## src/hdl/b64d_pkg.sv

```systemverilog
package b64d_pkg;

    localparam logic [7:0] PAD_CHAR = 8'h3D;
    localparam logic [6:0] SYM_SKIP = 7'd64;
    localparam logic [6:0] SYM_BAD  = 7'd65;

    localparam logic [1:0] ST_OK      = 2'd0;
    localparam logic [1:0] ST_INVALID = 2'd1;
    localparam logic [1:0] ST_PADDING = 2'd2;
    localparam logic [1:0] ST_SHORT   = 2'd3;

    localparam logic [2:0] MIN_CHARS = 3'd4;

    typedef enum logic [2:0] {
        SCAN_DATA  = 3'b001,
        SCAN_CHECK = 3'b010,
        SCAN_DONE  = 3'b100
    } t_scan;

    typedef struct packed {
        logic [7:0] char_code;
        logic       last_char;
    } t_in_item;

    typedef struct packed {
        logic [7:0]  data_byte;
        logic        byte_valid;
        logic        done_res;
        logic [1:0]  status;
        logic [15:0] decoded_count;
    } t_out_item;

    function automatic logic [6:0] sym_of(input logic [7:0] c);
        logic [6:0] s;
        if (c >= 8'h41 && c <= 8'h5A) begin
            s = 7'(c - 8'h41);
        end else if (c >= 8'h61 && c <= 8'h7A) begin
            s = 7'(c - 8'h61 + 8'd26);
        end else if (c >= 8'h30 && c <= 8'h39) begin
            s = 7'(c - 8'h30 + 8'd52);
        end else if (c == 8'h2B) begin
            s = 7'd62;
        end else if (c == 8'h2F) begin
            s = 7'd63;
        end else if (c == 8'h09 || c == 8'h0A || c == 8'h0D || c == 8'h20) begin
            s = SYM_SKIP;
        end else begin
            s = SYM_BAD;
        end
        return s;
    endfunction

endpackage

```

## src/hdl/b64d_step.sv

```systemverilog
module b64d_step
    import b64d_pkg::*;
#(
    parameter int COUNT_WIDTH = 16
) (
    input  logic      i_clk,
    input  logic      i_rst_n,
    input  logic      i_fire,
    input  t_in_item  i_item,
    output logic      o_res_valid,
    output t_out_item o_res
);

    logic [1:0]             r_phase, n_phase;
    logic [5:0]             r_partial, n_partial;
    t_scan                  r_mode, n_mode;
    logic [1:0]             r_pad_phase, n_pad_phase;
    logic [1:0]             r_err, n_err;
    logic [2:0]             r_ccount, n_ccount;
    logic [COUNT_WIDTH-1:0] r_bcount, n_bcount;

    logic [6:0]              w_sym;
    logic                    w_is_pad;
    logic                    w_have_byte;
    logic [7:0]              w_byte;
    logic [1:0]              w_err_end;
    logic [COUNT_WIDTH+15:0] w_count_ext;

    assign w_sym       = sym_of(i_item.char_code);
    assign w_is_pad    = (i_item.char_code == PAD_CHAR);
    assign w_count_ext = {16'd0, n_bcount};

    always_comb begin
        n_phase     = r_phase;
        n_partial   = r_partial;
        n_mode      = r_mode;
        n_pad_phase = r_pad_phase;
        n_err       = r_err;
        n_ccount    = (r_ccount < MIN_CHARS) ? r_ccount + 3'd1 : r_ccount;
        w_have_byte = 1'b0;
        w_byte      = 8'd0;

        if (r_err == ST_OK) begin
            unique case (r_mode)
                SCAN_DATA: begin
                    if (w_is_pad) begin
                        if (r_phase < 2'd2) begin
                            n_err = ST_PADDING;
                        end else begin
                            n_pad_phase = r_phase;
                            n_mode      = SCAN_CHECK;
                        end
                    end else if (w_sym == SYM_BAD) begin
                        n_err = ST_INVALID;
                    end else if (w_sym != SYM_SKIP) begin
                        case (r_phase)
                            2'd0: begin
                                n_partial = w_sym[5:0];
                            end
                            2'd1: begin
                                w_byte      = {r_partial, w_sym[5:4]};
                                n_partial   = {2'b00, w_sym[3:0]};
                                w_have_byte = 1'b1;
                            end
                            2'd2: begin
                                w_byte      = {r_partial[3:0], w_sym[5:2]};
                                n_partial   = {4'b0000, w_sym[1:0]};
                                w_have_byte = 1'b1;
                            end
                            default: begin
                                w_byte      = {r_partial[1:0], w_sym[5:0]};
                                n_partial   = 6'd0;
                                w_have_byte = 1'b1;
                            end
                        endcase
                        n_phase = r_phase + 2'd1;
                    end
                end
                SCAN_CHECK: begin
                    if (w_sym != SYM_SKIP) begin
                        if (r_pad_phase == 2'd2 && !w_is_pad) n_err = ST_PADDING;
                        if (r_pad_phase == 2'd3 && w_is_pad) n_err = ST_PADDING;
                        n_mode = SCAN_DONE;
                    end
                end
                SCAN_DONE: begin
                end
                default: begin
                    n_mode = SCAN_DATA;
                end
            endcase
        end

        n_bcount = (w_have_byte && r_bcount != {COUNT_WIDTH{1'b1}}) ?
                   r_bcount + COUNT_WIDTH'(1) : r_bcount;

        w_err_end = n_err;
        if (n_err == ST_OK) begin
            if (n_mode == SCAN_DATA && n_phase != 2'd0) w_err_end = ST_PADDING;
            if (n_mode == SCAN_CHECK && n_pad_phase == 2'd2) w_err_end = ST_PADDING;
        end

        o_res_valid              = w_have_byte || i_item.last_char;
        o_res.data_byte          = w_byte;
        o_res.byte_valid         = w_have_byte;
        o_res.done_res           = i_item.last_char;
        o_res.status             = ST_OK;
        o_res.decoded_count      = 16'd0;
        if (i_item.last_char) begin
            o_res.status        = (n_ccount < MIN_CHARS) ? ST_SHORT : w_err_end;
            o_res.decoded_count = w_count_ext[15:0];
        end
    end

    always_ff @(posedge i_clk) begin
        if (!i_rst_n || (i_fire && i_item.last_char)) begin
            r_phase     <= 2'd0;
            r_partial   <= 6'd0;
            r_mode      <= SCAN_DATA;
            r_pad_phase <= 2'd0;
            r_err       <= ST_OK;
            r_ccount    <= 3'd0;
            r_bcount    <= '0;
        end else if (i_fire) begin
            r_phase     <= n_phase;
            r_partial   <= n_partial;
            r_mode      <= n_mode;
            r_pad_phase <= n_pad_phase;
            r_err       <= n_err;
            r_ccount    <= n_ccount;
            r_bcount    <= n_bcount;
        end
    end

endmodule

```

## src/hdl/b64d_out_buf.sv

```systemverilog
module b64d_out_buf
    import b64d_pkg::*;
(
    input  logic      i_clk,
    input  logic      i_rst_n,
    input  logic      i_push,
    input  t_out_item i_push_item,
    output logic      o_full,
    output logic      o_valid,
    output t_out_item o_item,
    input  logic      i_stall
);

    logic      r_main_valid;
    logic      r_skid_valid;
    t_out_item r_main;
    t_out_item r_skid;
    logic      w_load;

    assign w_load  = (r_main_valid && !i_stall) || !r_main_valid;
    assign o_full  = r_skid_valid;
    assign o_valid = r_main_valid;
    assign o_item  = r_main;

    always_ff @(posedge i_clk) begin
        if (!i_rst_n) begin
            r_main_valid <= 1'b0;
            r_skid_valid <= 1'b0;
        end else if (w_load) begin
            if (r_skid_valid) begin
                r_main_valid <= 1'b1;
                r_skid_valid <= i_push;
            end else begin
                r_main_valid <= i_push;
            end
        end else if (i_push) begin
            r_skid_valid <= 1'b1;
        end
    end

    always_ff @(posedge i_clk) begin
        if (w_load) begin
            if (r_skid_valid) begin
                r_main <= r_skid;
                r_skid <= i_push_item;
            end else begin
                r_main <= i_push_item;
            end
        end else if (i_push) begin
            r_skid <= i_push_item;
        end
    end

endmodule

```

## src/hdl/base64_stream_decoder.sv

```systemverilog
// An accepted character waits in the input register; its result, if it yields one,
// goes to the output register, or to the skid register while the output is stalled.
// One character per cycle unless the skid is full; set by the single-pass decode step.
// Reset (i_rst_n low, synchronous) empties all three registers and returns the
// string state to its start; the state also returns to start after each last character.
module base64_stream_decoder
    import b64d_pkg::*;
#(
    parameter int COUNT_WIDTH = 16
) (
    input  logic      i_clk,
    input  logic      i_rst_n,
    input  logic      i_in_valid,
    input  t_in_item  i_in_item,
    output logic      o_in_stall,
    output logic      o_out_valid,
    output t_out_item o_out_item,
    input  logic      i_out_stall
);

    logic      r_in_valid;
    t_in_item  r_in_item;
    logic      w_full;
    logic      w_advance;
    logic      w_in_accept;
    logic      w_res_valid;
    t_out_item w_res;

    assign o_in_stall  = r_in_valid && w_full;
    assign w_in_accept = i_in_valid && !o_in_stall;
    assign w_advance   = r_in_valid && !w_full;

    always_ff @(posedge i_clk) begin
        if (!i_rst_n) begin
            r_in_valid <= 1'b0;
        end else if (w_in_accept) begin
            r_in_valid <= 1'b1;
        end else if (w_advance) begin
            r_in_valid <= 1'b0;
        end
    end

    always_ff @(posedge i_clk) begin
        if (w_in_accept) begin
            r_in_item <= i_in_item;
        end
    end

    b64d_step #(
        .COUNT_WIDTH(COUNT_WIDTH)
    ) u_step (
        .i_clk      (i_clk),
        .i_rst_n    (i_rst_n),
        .i_fire     (w_advance),
        .i_item     (r_in_item),
        .o_res_valid(w_res_valid),
        .o_res      (w_res)
    );

    b64d_out_buf u_out_buf (
        .i_clk      (i_clk),
        .i_rst_n    (i_rst_n),
        .i_push     (w_advance && w_res_valid),
        .i_push_item(w_res),
        .o_full     (w_full),
        .o_valid    (o_out_valid),
        .o_item     (o_out_item),
        .i_stall    (i_out_stall)
    );

    a_in_drains: assert property (@(posedge i_clk) disable iff (!i_rst_n)
        (r_in_valid && !w_full && !w_in_accept) |=> !r_in_valid)
        else $error("input register held without a stall");

    a_result_nonempty: assert property (@(posedge i_clk) disable iff (!i_rst_n)
        o_out_valid |-> (o_out_item.byte_valid || o_out_item.done_res))
        else $error("result carries neither byte nor status");

    a_status_only_done: assert property (@(posedge i_clk) disable iff (!i_rst_n)
        (o_out_valid && !o_out_item.done_res) |->
        (o_out_item.status == ST_OK && o_out_item.decoded_count == 16'd0))
        else $error("status or count outside the final result");

    a_byte_zero: assert property (@(posedge i_clk) disable iff (!i_rst_n)
        (o_out_valid && !o_out_item.byte_valid) |-> (o_out_item.data_byte == 8'd0))
        else $error("data byte set without a decoded byte");

endmodule
```

## config.mk

```make
export PLATFORM = sky130hd
export DESIGN_NAME = base64_stream_decoder
export DESIGN_NICKNAME = d
export VERILOG_FILES = /design/src/hdl/b64d_pkg.sv /design/src/hdl/b64d_step.sv /design/src/hdl/b64d_out_buf.sv /design/src/hdl/base64_stream_decoder.sv
export SDC_FILE = /design/constraint.sdc
export NUM_CORES = 1
export LEC_CHECK = 0
export BUFFER_PORTS_ARGS = -buffer_cell sky130_fd_sc_hd__buf_4
export CORE_MARGIN = 4
export CORE_UTILIZATION = 55
export CTS_BUF_LIST = sky130_fd_sc_hd__clkbuf_2 sky130_fd_sc_hd__clkbuf_4 sky130_fd_sc_hd__clkbuf_8
export DETAILED_ROUTE_END_ITERATION = 6
export PLACE_DENSITY = 0.7
export SLEW_MARGIN = 10
export SYNTH_ARGS = -nofsm -noshare
export SYNTH_HDL_FRONTEND = slang
export SYNTH_SLANG_ARGS = --single-unit
```

## constraint.sdc

```tcl
create_clock -name i_clk -period 6 [get_ports i_clk]
set_input_delay 1.2 -clock i_clk [delete_from_list [all_inputs] [get_ports i_clk]]
set_output_delay 1.2 -clock i_clk [all_outputs]
set_load 0.05 [all_outputs]
```

==> out/qor.yml, run 1 <==
min_path:
  worstHoldStart: "u_step.r_ccount[1]"
  hold_class: "flip-flop to flip-flop"
  min_path_cells: 2
  min_to: "u_step.r_ccount[1]"
clock_network:
  numCtsBuffers: 9
  cts_tree: "built"
  cts_resized: 0
  cts_setup_buffers: 0
  cts.clk_slew.worst_paths_ns: 0.11
  htreeDepth: 3
  ctsHoldBuffers: 0
  clockBufferDepth: 2
  cts.sinks: 102
  insertion_delay_ns: 0.38
  clockRootBuffer: "clkbuf_8"
synthesis:
  syn_area_mm2: 0.00541
  synth_fa_ha_area_share_pct: 3.47
  synth_top_family_by_area: "simple AND/OR/NAND/NOR gates"
  synthMuxAreaShare_pct: 2.01
  async_reset_ff_share_pct: 0
  avgSynthCellArea_um2: 10.0
  synth_warnings: 0
  synth-seq-area-share_pct: 49.7
  synth_top_area_share_pct: 36.1
  synth-edff-count: 65
  synth_compound_area_share_pct: 15.5
  synth-seq-cells: 102
  synth_area_leaders: "edfxtp_1, dfxtp_1, nor2_1, xnor2_1, nand2_1"
  synth-simple-area-share_pct: 20.3
  synthDistinctLibCells: 69
  synth_flop_cell: "edfxtp_1"
  syn-num-nets: 569
  synth_top_cell_by_area: "edfxtp_1"
  synth-xor-area-share_pct: 5.83
  syn-instance-count: 541
critical_path:
  path_max_fanout: 18
  r2r_slack_ns: 2.38
  reg2reg_from: "r_in_item[3]"
  cp-start-kind: "flip-flop"
  crit_buf_inv: 3
  r2r_end: "u_out_buf.r_skid[17]"
  rr_worst_depth: 11
  cp-end-kind: "flip-flop"
  cp_slowest_stage_delay_ns: 0.58
  cp_top_family: "compound AO/OA/AOI/OAI gates"
  startpoint: "r_in_item[3]"
  critPathKind: "flip-flop to flip-flop"
  crit_chain: "inv_1 > ha_1 > a21o_1 > nand3_1 > nand3_1 > o221ai_2 > o31ai_2 > buf_4 > o21ai_0 > a22o_1 > buf_4"
  cp_slowest_cell: "edfxtp_1"
  crit_required_ns: 6.05
  cp.arrival_ns: 3.68
floorplan:
  die_h_um: 107
  die_w_um: 107
  ios: 43
  start_util_pct: 57.5
  rows: 35
  fp.coreArea_mm2: 0.00942
  die-area_mm2: 0.0115
placement:
  io_buffers: 42
  dp_hpwl_mm: 8.81
  place_ws_ns: 2.42
  routabilityCongestion: 0.875
  placed_area_mm2: 0.00580
sta:
  hold_violations: 0
  grt_setup_unrepaired: "false"
  timing.fmax_mhz: 276
  relSlewSlack_pct: 23.5
  setup_tns_ns: 0
  layout_setup_ws_ns: 2.38
  setup-violations-final: 0
  finClkSkew_ns: 0.0191
  fin_crit_sh_pct: 60.4
  whs_ns: 0.501
  drv_slew: 0
  post-route-min-period_ns: 3.62
  worstMarginPinSlew_ns: 1.14
routing:
  drt_iter0_drc: 233
  drc: 0
  post_drt_wl_per_cell_um: 17.4
  via_per_inst: 5.88
  first_pass_iters: 5
  ant_nets: 0
  vias: 4136
  drt-total-wl_mm: 12.2
global_routing:
  grt_max_degree: 35
  track_usage_pct: 21.8
  grt_pass1_vias: 3872
  antenna_found_initial: 0
  grt_pass1_wl_mm: 19.8
  grt-ovfl-total: 0
pwr:
  ir_worst_vdd_mv: 0.109
  p_total_w: 0.00134
  leakagePower_nw: 2.14
  power_density_mw_per_mm2: 223
final_layout:
  area_growth_pct: 10.7
  drive_above_1_share_pct: 16.0
  final_area_mm2: 0.00599
  n_antenna_cell: 0
  fillers: 763
  layout.nets: 598
run:
  cap_violations: 0
outcome:
  outcome: "completed"
-- metal layers --
metal  track usage (%)  up-vias  routed length, um
met2              33.7      119               5400
li1                  -     2032                  -
met5                 0        -                  0
met1              31.8     1971               5960
met4              6.94        0                149
met3              2.95       14                704
-- report_power, final --
| group | switching (W) | leakage, nW | internal, W |
|---|---|---|---|
| clock network | 0.000257 | 0.100 | 0.000161 |
| logic | 0.0000983 | 1.11 | 0.0000487 |
| registers | 0.0000158 | 0.930 | 0.000756 |
-- how the worst max path moves through the flow --
stage,endpoint,cells past startpoint
after floorplan,u_out_buf.r_skid[0],10
after global routing,u_out_buf.r_skid[3],11
final,u_out_buf.r_skid[17],11
after CTS,u_out_buf.r_skid[17],11
after global placement,u_out_buf.r_skid[7],11
after detailed placement,u_out_buf.r_skid[10],11
-- placed cells by master, fill, tap and decap left out, types with 10 or more instances in the layout --
cell type,instances
and2_1,13
nand3_1,15
buf_4,47
edfxtp_1,65
inv_1,10
xnor2_1,23
xor2_1,13
nor3_1,15
ha_1,15
nand2_1,53
dfxtp_1,37
o21ai_0,22
nor2_1,70
a21oi_1,27
-- kinds of logic (layout without fill, tap and decap cells) --
| logic type | after synthesis | count (layout) |
|---|---|---|
| buf+inv | 40 | 74 |
| simple gates | 222 | 222 |
| mux | 10 | 10 |
| compound gates | 116 | 116 |
| xor+xnor | 36 | 36 |
| fa+ha+maj | 15 | 15 |
| flops | 102 | 102 |
-- through the flow --
stage	cells	util [%]
2_1_floorplan	541	-
3_3_place_gp	688	61.6
3_5_place_dp	688	61.6
4_1_cts	704	63.6
5_1_grt	704	63.6
6_report	704	63.6
-- synthesized netlist by cell type, types with 2 or more instances --
library cell,n
a211oi_1,9
a21o_1,3
a21oi_1,27
a221oi_1,5
a22oi_1,4
a31o_2,5
a31oi_1,2
and2_1,13
and3_1,7
and4_1,2
buf_2,9
clkbuf_1,18
dfxtp_1,37
edfxtp_1,65
ha_1,15
inv_1,10
mux2_2,7
mux2i_1,3
nand2_1,53
nand2_2,2
nand3_1,15
nand3b_1,2
nand4_1,9
nand4bb_1,2
nor2_1,70
nor2b_1,6
nor3_1,15
nor3b_1,7
nor4_1,5
nor4b_1,2
o2111ai_1,2
o211ai_1,2
o21a_1,3
o21ai_0,22
o21bai_1,2
o311ai_2,2
o31ai_1,8
o31ai_2,3
or2_1,2
or3_1,3
xnor2_1,23
xor2_1,13
-- tightest hold or removal path, cell delays in order (launching register included) --
cell	delay [ns]
dfxtp_1	0.33
o21ai_0	0.07
a21oi_1	0.06
-- state kept, by name, summed over array words and instances (netlist names) --
register            flops
r_in_valid              1
u_out_buf.o_full        1
u_step.r_bcount        16
u_step.r_pad_phase      2
r_in_item               9
u_out_buf.o_valid       1
u_step.r_phase          2
u_step.r_partial        6
u_out_buf.o_item       28
u_out_buf.r_skid       28
u_step.r_ccount         3
u_step.r_mode           3
u_step.r_err            2
-- area by class of cell --
cell class | instances | area, um^2 | area share [%]
tap | 129 | 161 | 2.69
sequential | 102 | 2690 | 45.0
clock inverter | 7 | 66.3 | 1.11
clock buffer | 9 | 124 | 2.07
multi-input combinational | 399 | 2550 | 42.6
inverter | 11 | 41.3 | 0.689
timing repair buffer | 47 | 353 | 5.89
(Power assumes the default switching activity.)
==> inputs of run 2 (changes only) <==
==> constraint.sdc (replaced) <==
create_clock -name i_clk -period 3.5 [get_ports i_clk]
set_input_delay 0.7 -clock i_clk [delete_from_list [all_inputs] [get_ports i_clk]]
set_output_delay 0.7 -clock i_clk [all_outputs]
set_load 0.05 [all_outputs]
==> run 2 against run 1 <==
Against the previous run: non-clock buffer count grew 12; worst hold slack lost 0.0052 ns; via count grew 0.56%; register-to-register slack lost 2.0 ns; clock skew shrank 0.0026 ns; clock power grew 110%; global-route usage grew 0.37 points; core utilization grew 1.5 points; highest routed layer unchanged; wire length grew 0.65%; power grew 84%.
==> out/qor.yml, run 2 (same netlist as run 1, synthesis figures left out) <==
run:
  cap_violations: 0
pwr:
  power_density_mw_per_mm2: 401
  ir_worst_vdd_mv: 0.281
  leakagePower_nw: 2.22
sta:
  finClkSkew_ns: 0.0166
  worstMarginPinSlew_ns: 1.02
  layout_setup_ws_ns: 0.335
  setup_tns_ns: 0
  post-route-min-period_ns: 3.16
  setup-violations-final: 0
  hold_violations: 0
  relSlewSlack_pct: 32.2
  timing.fmax_mhz: 316
  drv_slew: 0
  fin_crit_sh_pct: 90.4
  grt_setup_unrepaired: "false"
routing:
  vias: 4159
  ant_nets: 0
  drt-total-wl_mm: 12.3
  drc: 0
  drt_iter0_drc: 234
  first_pass_iters: 5
  via_per_inst: 5.81
  post_drt_wl_per_cell_um: 17.2
critical_path:
  reg2reg_from: "r_in_item[1]"
  cp.arrival_ns: 3.36
  cp_top_family: "compound AO/OA/AOI/OAI gates"
  crit_required_ns: 3.69
  startpoint: "r_in_item[1]"
  cp-start-kind: "flip-flop"
  cp_slowest_stage_delay_ns: 0.53
  path_max_fanout: 15
  crit_chain: "inv_1 > ha_1 > nand2b_1 > a21o_1 > a21oi_1 > o221ai_2 > o31ai_2 > buf_4 > nor3_1 > o32a_1 > o211ai_1"
  cp_slowest_cell: "edfxtp_1"
  cp-end-kind: "flip-flop"
  crit_buf_inv: 2
  critPathKind: "flip-flop to flip-flop"
global_routing:
  grt_pass1_vias: 3923
  grt_max_degree: 29
  track_usage_pct: 22.2
  antenna_found_initial: 0
  grt_pass1_wl_mm: 20.3
  grt-ovfl-total: 0
final_layout:
  fillers: 773
  final_common_cell: "nor2_1"
  final_cell_mix: "nor2_1, edfxtp_1, buf_4"
  layout.nets: 610
  multi_input_area_mm2: 0.00255
  area_growth_pct: 13.2
  fin_util_pct: 65.1
  n_antenna_cell: 0
  drive_above_1_share_pct: 17.7
  regArea_mm2: 0.00269
clock_network:
  ctsHoldBuffers: 0
  cts_resized: 0
  htreeDepth: 3
  cts_tree: "built"
  cts.sinks: 102
  numCtsBuffers: 9
  clockBufferDepth: 2
  clockRootBuffer: "clkbuf_8"
  cts.clk_slew.worst_paths_ns: 0.11
  insertion_delay_ns: 0.38
  cts_setup_buffers: 0
placement:
  dp_hpwl_mm: 9.01
  io_buffers: 42
  routabilityCongestion: 0.956
  place_ws_ns: 0.383
floorplan:
  start_util_pct: 57.5
  rows: 35
  die_w_um: 107
  die_h_um: 107
  fp.coreArea_mm2: 0.00942
  die-area_mm2: 0.0115
  ios: 43
min_path:
  hold_class: "flip-flop to flip-flop"
  worstHoldStart: "u_step.r_ccount[1]"
outcome:
  outcome: "completed"
run 2: changes by cell type in the layout (fill, tap and decap cells not counted):
cell	delta
clkinv_2	-2
bufinv_16	+2
buf_4	+12
clkinvlp_4	+1
clkinv_4	-1
run 2: layout make-up:
| class | count | area share (%) |
|---|---|---|
| inverter | 11 | 0.674 |
| sequential | 102 | 43.9 |
| multi-input combinational | 399 | 41.6 |
| clock inverter | 7 | 1.88 |
| clock buffer | 9 | 2.02 |
| tap | 129 | 2.63 |
| timing repair buffer | 59 | 7.23 |
run 2: worst paths after layout:
check                                       endpoint  slack (ns)  cells past startpoint
worst max-delay path            u_out_buf.o_item[17]        0.34                     11
worst min register to register    u_step.r_ccount[1]        0.50                      2
worst min-delay path              u_step.r_ccount[1]        0.50                      2
worst max register to register  u_out_buf.o_item[17]        0.34                     11
run 2: layer usage:
layer | routed length, um | track usage, %
met1 | 6070 | 32.9
met2 | 5380 | 33.2
met5 | 0 | 0
met4 | 156 | 5.66
met3 | 696 | 4.52
run 2: worst min-delay path, delay by kind of cell (launching register included):
| family | cells | cell delay, ns |
|---|---|---|
| flip-flops | 1 | 0.33 |
| AO/OA/AOI/OAI | 2 | 0.13 |
run 2: metrics by stage:
stage | instances | hold slack (ns) | power [W] | cell area, um^2
2_1_floorplan | 541 | 0.457 | 0.00152 | 5410
3_3_place_gp | 700 | 0.471 | 0.00161 | 5890
3_5_place_dp | 700 | 0.479 | 0.00161 | 5890
4_1_cts | 716 | 0.483 | 0.00247 | 6130
5_1_grt | 716 | 0.483 | 0.00255 | 6130
6_report | 716 | 0.496 | 0.00246 | 6130
run 2: report_power, final:
part | switching (W) | internal (W)
clock | 0.000452 | 0.000421
combinational | 0.000174 | 0.0000909
sequential | 0.0000241 | 0.00130
